[src/rtl/core/gcm_pkg.sv]
// Shared types and constants for the glyph cache MRU lookup.
`default_nettype none
package gcm_pkg;

  localparam int KEY_W      = 32;
  localparam int SLOT_OUT_W = 6;
  localparam int OFFS_W     = 21;
  localparam int STRIDE_W   = 16;
  localparam int PROD_W     = 24;
  localparam logic [STRIDE_W-1:0] STRIDE_RESET = 16'd4;

  typedef enum logic [1:0] {
    ST_IDLE,
    ST_CMP,
    ST_UPD
  } gcm_state_t;

  typedef struct packed {
    logic cmp;
    logic upd;
  } gcm_ctl_t;

endpackage
`default_nettype wire

[src/rtl/core/glyph_cache_mru_lookup.sv]
// Glyph cache MRU lookup: move-to-front list held in a row of cells.
// Key is registered when start is taken; the cells register their matches in the
// compare cycle, the list shifts to front in the update cycle, and done is
// registered from the update cycle; start is taken again during the shift cycle.
// Reset clears all cell valid bits, the fill count and the stride (to 4); no sweep.
// Results cannot be stalled: done is high for exactly one cycle per lookup.
`default_nettype none
module glyph_cache_mru_lookup
  import gcm_pkg::*;
#(
  parameter int ENTRIES = 64
) (
  input  wire logic                  clk,
  input  wire logic                  rst,
  input  wire logic                  start,
  output logic                       busy,
  input  wire logic [KEY_W-1:0]      key,
  output logic                       done,
  output logic                       hit,
  output logic [SLOT_OUT_W-1:0]      slot,
  output logic [OFFS_W-1:0]          data_offset,
  input  wire logic                  cfg_valid,
  output logic                       cfg_ready,
  input  wire logic [STRIDE_W-1:0]   cfg_data
);

  localparam int SLOT_W  = $clog2(ENTRIES);
  localparam int COUNT_W = $clog2(ENTRIES + 1);
  localparam logic [COUNT_W-1:0] COUNT_FULL = COUNT_W'(ENTRIES);

  gcm_ctl_t ctl;
  logic     accept;

  logic [STRIDE_W-1:0] entry_bytes;
  logic [KEY_W-1:0]    key_q;
  logic [COUNT_W-1:0]  entry_count;

  logic [KEY_W-1:0]  cell_key   [ENTRIES];
  logic [SLOT_W-1:0] cell_slot  [ENTRIES];
  logic [ENTRIES-1:0] cell_valid;
  logic [ENTRIES-1:0] cell_match;

  logic [ENTRIES-1:0] pos_plane  [SLOT_W];
  logic [ENTRIES-1:0] slot_plane [SLOT_W];
  logic [SLOT_W-1:0]  hit_pos;
  logic [SLOT_W-1:0]  hit_slot;
  logic               hit_any;
  logic [SLOT_W-1:0]  chosen;
  logic [PROD_W-1:0]  chosen_w;
  logic [PROD_W-1:0]  product;

  gcm_ctrl u_ctrl (
    .clk    (clk),
    .rst    (rst),
    .start  (start),
    .busy   (busy),
    .accept (accept),
    .ctl    (ctl)
  );

  assign cfg_ready = 1'b1;

  always_ff @(posedge clk) begin
    if (rst) begin
      entry_bytes <= STRIDE_RESET;
    end else if (cfg_valid && cfg_ready) begin
      entry_bytes <= cfg_data;
    end
  end

  always_ff @(posedge clk) begin
    if (accept) begin
      key_q <= key;
    end
  end

  // matches are unique, so position and slot of the hit come from bit planes
  for (genvar b = 0; b < SLOT_W; b++) begin : g_plane
    for (genvar i = 0; i < ENTRIES; i++) begin : g_bit
      localparam logic [SLOT_W-1:0] POS = SLOT_W'(i);
      assign pos_plane[b][i]  = cell_match[i] && POS[b];
      assign slot_plane[b][i] = cell_match[i] && cell_slot[i][b];
    end
    assign hit_pos[b]  = |pos_plane[b];
    assign hit_slot[b] = |slot_plane[b];
  end

  assign hit_any = |cell_match;

  always_comb begin
    if (hit_any) begin
      chosen = hit_slot;
    end else if (entry_count == COUNT_FULL) begin
      chosen = cell_slot[ENTRIES-1];
    end else begin
      chosen = entry_count[SLOT_W-1:0];
    end
  end

  for (genvar i = 0; i < ENTRIES; i++) begin : g_cell
    logic [KEY_W-1:0]  in_key;
    logic [SLOT_W-1:0] in_slot;
    logic              in_valid;
    if (i == 0) begin : g_front
      assign in_key   = key_q;
      assign in_slot  = chosen;
      assign in_valid = 1'b1;
    end else begin : g_link
      assign in_key   = cell_key[i-1];
      assign in_slot  = cell_slot[i-1];
      assign in_valid = cell_valid[i-1];
    end
    gcm_cell #(
      .SLOT_W (SLOT_W),
      .IDX    (i)
    ) u_cell (
      .clk       (clk),
      .rst       (rst),
      .ctl       (ctl),
      .probe_key (key_q),
      .hit_any   (hit_any),
      .hit_pos   (hit_pos),
      .in_key    (in_key),
      .in_slot   (in_slot),
      .in_valid  (in_valid),
      .key       (cell_key[i]),
      .slot      (cell_slot[i]),
      .valid     (cell_valid[i]),
      .match     (cell_match[i])
    );
  end

  always_ff @(posedge clk) begin
    if (rst) begin
      entry_count <= '0;
    end else if (ctl.upd && !hit_any && (entry_count != COUNT_FULL)) begin
      entry_count <= entry_count + COUNT_W'(1);
    end
  end

  assign chosen_w = PROD_W'(chosen);
  assign product  = chosen_w * PROD_W'(entry_bytes);

  always_ff @(posedge clk) begin
    if (rst) begin
      done <= 1'b0;
    end else begin
      done <= ctl.upd;
    end
  end

  always_ff @(posedge clk) begin
    if (ctl.upd) begin
      hit         <= hit_any;
      slot        <= chosen_w[SLOT_OUT_W-1:0];
      data_offset <= product[OFFS_W-1:0];
    end
  end

endmodule
`default_nettype wire

[src/rtl/core/gcm_cell.sv]
// One list position: key, slot and valid, plus its registered key match.
`default_nettype none
module gcm_cell
  import gcm_pkg::*;
#(
  parameter int SLOT_W = 6,
  parameter int IDX    = 0
) (
  input  wire logic              clk,
  input  wire logic              rst,
  input  wire gcm_ctl_t          ctl,
  input  wire logic [KEY_W-1:0]  probe_key,
  input  wire logic              hit_any,
  input  wire logic [SLOT_W-1:0] hit_pos,
  input  wire logic [KEY_W-1:0]  in_key,
  input  wire logic [SLOT_W-1:0] in_slot,
  input  wire logic              in_valid,
  output logic [KEY_W-1:0]       key,
  output logic [SLOT_W-1:0]      slot,
  output logic                   valid,
  output logic                   match
);

  localparam logic [SLOT_W-1:0] MY_POS = SLOT_W'(IDX);

  logic shift;

  // on a miss every cell moves down; on a hit only those up to the match
  assign shift = ctl.upd && (!hit_any || (MY_POS <= hit_pos));

  always_ff @(posedge clk) begin
    if (rst) begin
      valid <= 1'b0;
      match <= 1'b0;
    end else begin
      if (ctl.cmp) begin
        match <= valid && (key == probe_key);
      end
      if (shift) begin
        valid <= in_valid;
      end
    end
  end

  always_ff @(posedge clk) begin
    if (shift) begin
      key  <= in_key;
      slot <= in_slot;
    end
  end

endmodule
`default_nettype wire

[src/rtl/core/gcm_ctrl.sv]
// Lookup sequencer: compare cycle then list update cycle.
`default_nettype none
module gcm_ctrl
  import gcm_pkg::*;
(
  input  wire logic clk,
  input  wire logic rst,
  input  wire logic start,
  output logic      busy,
  output logic      accept,
  output gcm_ctl_t  ctl
);

  gcm_state_t state;
  gcm_state_t state_next;

  always_ff @(posedge clk) begin
    if (rst) begin
      state <= ST_IDLE;
    end else begin
      state <= state_next;
    end
  end

  always_comb begin
    state_next = state;
    case (state)
      ST_IDLE: begin
        if (start) state_next = ST_CMP;
      end
      ST_CMP: begin
        state_next = ST_UPD;
      end
      ST_UPD: begin
        state_next = start ? ST_CMP : ST_IDLE;
      end
      default: begin
        state_next = ST_IDLE;
      end
    endcase
  end

  always_comb begin
    busy    = 1'b0;
    ctl.cmp = 1'b0;
    ctl.upd = 1'b0;
    case (state)
      ST_IDLE: begin
      end
      ST_CMP: begin
        busy    = 1'b1;
        ctl.cmp = 1'b1;
      end
      ST_UPD: begin
        ctl.upd = 1'b1;
      end
      default: begin
      end
    endcase
  end

  assign accept = start && !busy;

endmodule
`default_nettype wire

[config.mk]
export PLATFORM = sky130hd
export DESIGN_NAME = glyph_cache_mru_lookup
export DESIGN_NICKNAME = d
export VERILOG_FILES = /design/src/rtl/core/gcm_pkg.sv /design/src/rtl/core/glyph_cache_mru_lookup.sv /design/src/rtl/core/gcm_cell.sv /design/src/rtl/core/gcm_ctrl.sv
export SDC_FILE = /design/constraint.sdc
export NUM_CORES = 2
export LEC_CHECK = 0
export ABC_AREA = 1
export BUFFER_PORTS_ARGS = -buffer_cell sky130_fd_sc_hd__buf_4
export CORE_MARGIN = 3
export CORE_UTILIZATION = 50
export DETAILED_ROUTE_END_ITERATION = 10
export PLACE_DENSITY = 0.64
export SETUP_SLACK_MARGIN = 0.05
export SLEW_MARGIN = 0
export SYNTH_ARGS = -nofsm -noshare
export SYNTH_HDL_FRONTEND = slang
export SYNTH_SLANG_ARGS = --single-unit
[constraint.sdc]
create_clock -name clk -period 12.55 [get_ports clk]
set_clock_uncertainty 0.1 [all_clocks]
set_input_delay 2.51 -clock clk [delete_from_list [all_inputs] [get_ports clk]]
set_output_delay 2.51 -clock clk [all_outputs]
set_load 0.01 [all_outputs]
==> results by group <==
STA
  – Crit share post-route: a little over half
  – Least-Margin Pin Slew: 1280 ps
  – Count of final max-slew check failures: 0
  – Final setup violation count: 0
  – Minimum clock period: 6550 ps
  – Setup TNS: 0 ps
  – RSZ-0062 raised after global routing: false
  – Final Hold Vio Count: 0
  – Max Fclk: between 0.15 and 0.2 GHz
  – Relative slew slack: 14.3%

Logic synthesis
  – Synth Area in Simple Gates: 14.6%
  – Mux contribution to synthesized area: 0%
  – Post-synthesis cell area: around 110000 um^2
  – Combinational family with the most area after synthesis: simple AND/OR/NAND/NOR gates
  – Top_reg_cell synth: edfxtp_1
  – Syn_area_per_cell: around 13 um^2
  – Synth Area in XOR/XNOR: 10.6%
  – Yosys reg bits: about 2600
  – Compound-Gate Fraction of Synth Area: about 2.5%
  – Asr flop ratio synth: 0%
  – Net Count, Synth: slightly above 9000
  – Cells after Synth: ~9000
  – Post-Synth Adder-Cell Area: under 10%
  – Register area share after synthesis: around two thirds
  – Netlist cell types: 59
  – Synth warn: 0
  – Post-synth EDFFs: ~2500

Layout
  – Area growth, synth to finish: 11.4%
  – Most frequent cells in the layout: edfxtp_1 (2492), nand2_1 (1200), xor2_1 (933), nor2_1 (854), xnor2_1 (455)
  – Nets: roughly 9000
  – Commonest non-fill, non-tap cell in the layout: edfxtp_1
  – Layout cells sized above 1: 12.6%

Die
  – Die width: between 400 and 500 um
  – Initial Utilization: between 50% and 60%
  – Core area: between 200000 and 250000 um^2
  – Die H: about 490 um
  – Rows: 175
  – IO Pins: just over 80
  – Die area: roughly 240000 um^2

GRT
  – First-pass GRT wire length: between 400000 and 500000 um
  – Gr busiest metal: met2
  – Vias in the first global route: approximately 70000
  – Overflow after GRT: 0
  – Largest net degree at the start of global routing: just over 80
  – GRT Util Overall: 26.6%
  – Met2 Track Usage GR: 43.7%
  – Initial antenna violation count: 16
  – Met3 global-route usage: under 10%
  – M1 GR Usage: a little over a third

Clocking
  – Clock transition at path regs: approximately 60 ps
  – Skew-Pair Late Insertion Delay: 930 ps
  – Hold buffer count at CTS: 0
  – CTS tree: done
  – Post_cts resized: 0
  – Max clock buf depth: 4
  – Cts bufs inserted: between 200 and 300
  – H-tree Lvls: 5
  – # clock sinks: around 2600
  – Number of post-CTS setup repair buffers: 0
  – CTS root buf: clkbuf_16

Critical path
  – Worst endpoint required time: around 13000 ps
  – Crit Path Category: reg2reg
  – Worst Path Max Fanout: 37
  – Critical path launch point type: flip-flop
  – Worst setup EP type: flip-flop
  – Arr. time, crit path: approximately 7100 ps

Power
  – Max IR drop VDD: about 0.13 mV
  – Power Density: 151 nW/um^2
  – P_leak: 0.0444 uW
  – Overall Power: 19300 uW

Routing
  – DRT iter0 DRCs: roughly 6800
  – Final ANT Viol Nets: 0
  – Via Count: between 70000 and 80000
  – Overall routed net length: between 300000 and 400000 um
  – WL/cell: around 25 um
  – Post-route DRC: 0
  – Avg Vias per Cell: between 5 and 6
  – First-pass iteration count of the detailed router: 6

Placement
  – Number of port buffers: 81
  – Hpwl dp: roughly 220000 um
  – GP Congestion: about 0.94

Outcome
  – Status: complete, no violations

Worst hold path
  – Hold Crit Class: reg2reg

Job
  – Max Cap Viol: 0
synthesized netlist by cell type (3+ instances only):
master,number,area [um^2]
nor3b_1,14,105
clkinv_1,11,41.3
clkbuf_1,159,597
buf_4,15,113
o21ai_2,6,52.6
nand4_1,251,1570
a22o_1,68,596
xnor2_1,455,3990
a21oi_1,162,811
nand3_1,318,1590
buf_1,40,150
nor4b_1,12,105
o22ai_1,33,206
nand2_1,1207,4530
a21oi_2,5,43.8
nand3_2,4,40.0
inv_1,411,1540
o2111ai_1,5,43.8
buf_6,12,135
nor2_2,29,181
ha_1,31,388
xor2_1,933,8170
nand2_4,8,90.1
nand2_2,26,163
and2_1,3,18.8
nor2_8,5,100
a211oi_1,7,52.6
o21ai_1,6,30.0
o211ai_2,4,50.1
o21ai_0,116,581
nor4_1,247,1550
buf_2,176,881
a221oi_1,34,298
nor2_1,857,3220
edfxtp_1,2492,74800
or2_2,378,2360
nor2_4,18,203
nor3_1,167,836
nand3b_1,11,82.6
fa_1,56,1120
dfxtp_1,154,3080
inv_2,7,26.3
logic make-up after synthesis:
family                   Yosys count
other                              1
buffers and inverters            836
AND/OR/NAND/NOR                 3560
adder cells (fa/ha/maj)           87
flip-flops                      2646
XOR/XNOR                        1388
AO/OA/AOI/OAI                    455
per-stage QoR:
stage	std cells	setup WS (ps)	cell area, um^2	hold WS [ps]	utilization [%]
3_3_place_gp	11800	5990	119000	329	52.1
3_5_place_dp	11800	6000	119000	332	52.1
6_report	12300	6000	128000	325	56.1
2_1_floorplan	8973	7670	115000	321	-
4_1_cts	12300	5980	128000	326	56.1
5_1_grt	12300	5560	128000	340	56.1
worst max-delay path: stages, from the launching register on:
cell and delay (ps):
dfxtp_1 560, inv_1 110, nand3_1 150, nor2_2 60
nand2_2 150, nor2_4 60, nand2_4 530, clkinv_2 420
o211ai_2 160, nand2_2 310, inv_1 210, nand2_1 100
fa_1 490, fa_1 530, fa_1 500, inv_1 50
ha_1 350, nand2_1 70, o21ai_0 430, a21oi_1 190
o21ai_0 420, nand3_1 140, nand4_1 110, xor2_1 70
registers in the layout (all words and copies together) (netlist names):
| register | cells |
|---|---|
| g_cell.u_cell.key | 2048 |
| g_cell.u_cell.slot | 384 |
| g_cell.u_cell.match | 64 |
| g_cell.u_cell.valid | 64 |
| g_cell.in_key | 32 |
| data_offset | 21 |
| entry_bytes | 16 |
| entry_count | 7 |
| slot | 6 |
| u_ctrl.state | 2 |
| done | 1 |
| hit | 1 |
layer usage:
layer,up-vias,part of all wire [%]
met3,567,7.1
met4,2,3.6
met2,2487,48
met5,-,0.0041
met1,35500,42
li1,31500,-
final cells by class:
class | instances | area (um^2)
Antenna cell | 5 | 12.5
Clock buffer | 405 | 8070
Clock inverter | 106 | 962
Fill cell | 18200 | 100000
Inverter | 432 | 1630
Multi-Input combinational cell | 5491 | 33600
Sequential cell | 2646 | 77900
Tap cell | 3009 | 3760
Timing Repair Buffer | 241 | 1880
path summary, 6_finish.rpt:
kind              slack, ps                                start  depth (start not counted)                                 end
setup / recovery       6000  g_cell[5].u_cell.match$_SDFFE_PP0P_                         23           data_offset[19]$_DFFE_PP_
hold / removal          330   g_cell[5].u_cell.key[11]$_DFFE_PP_                          0  g_cell[6].u_cell.key[11]$_DFFE_PP_
setup reg to reg       6000  g_cell[5].u_cell.match$_SDFFE_PP0P_                         23           data_offset[19]$_DFFE_PP_
hold reg to reg         330   g_cell[5].u_cell.key[11]$_DFFE_PP_                          0  g_cell[6].u_cell.key[11]$_DFFE_PP_
power breakdown:
group          switching, uW  internal, uW
Sequential               134          9820
Clock                   3450          4820
Combinational            734           324
No activity file was read; power rests on OpenSTA's default activity.
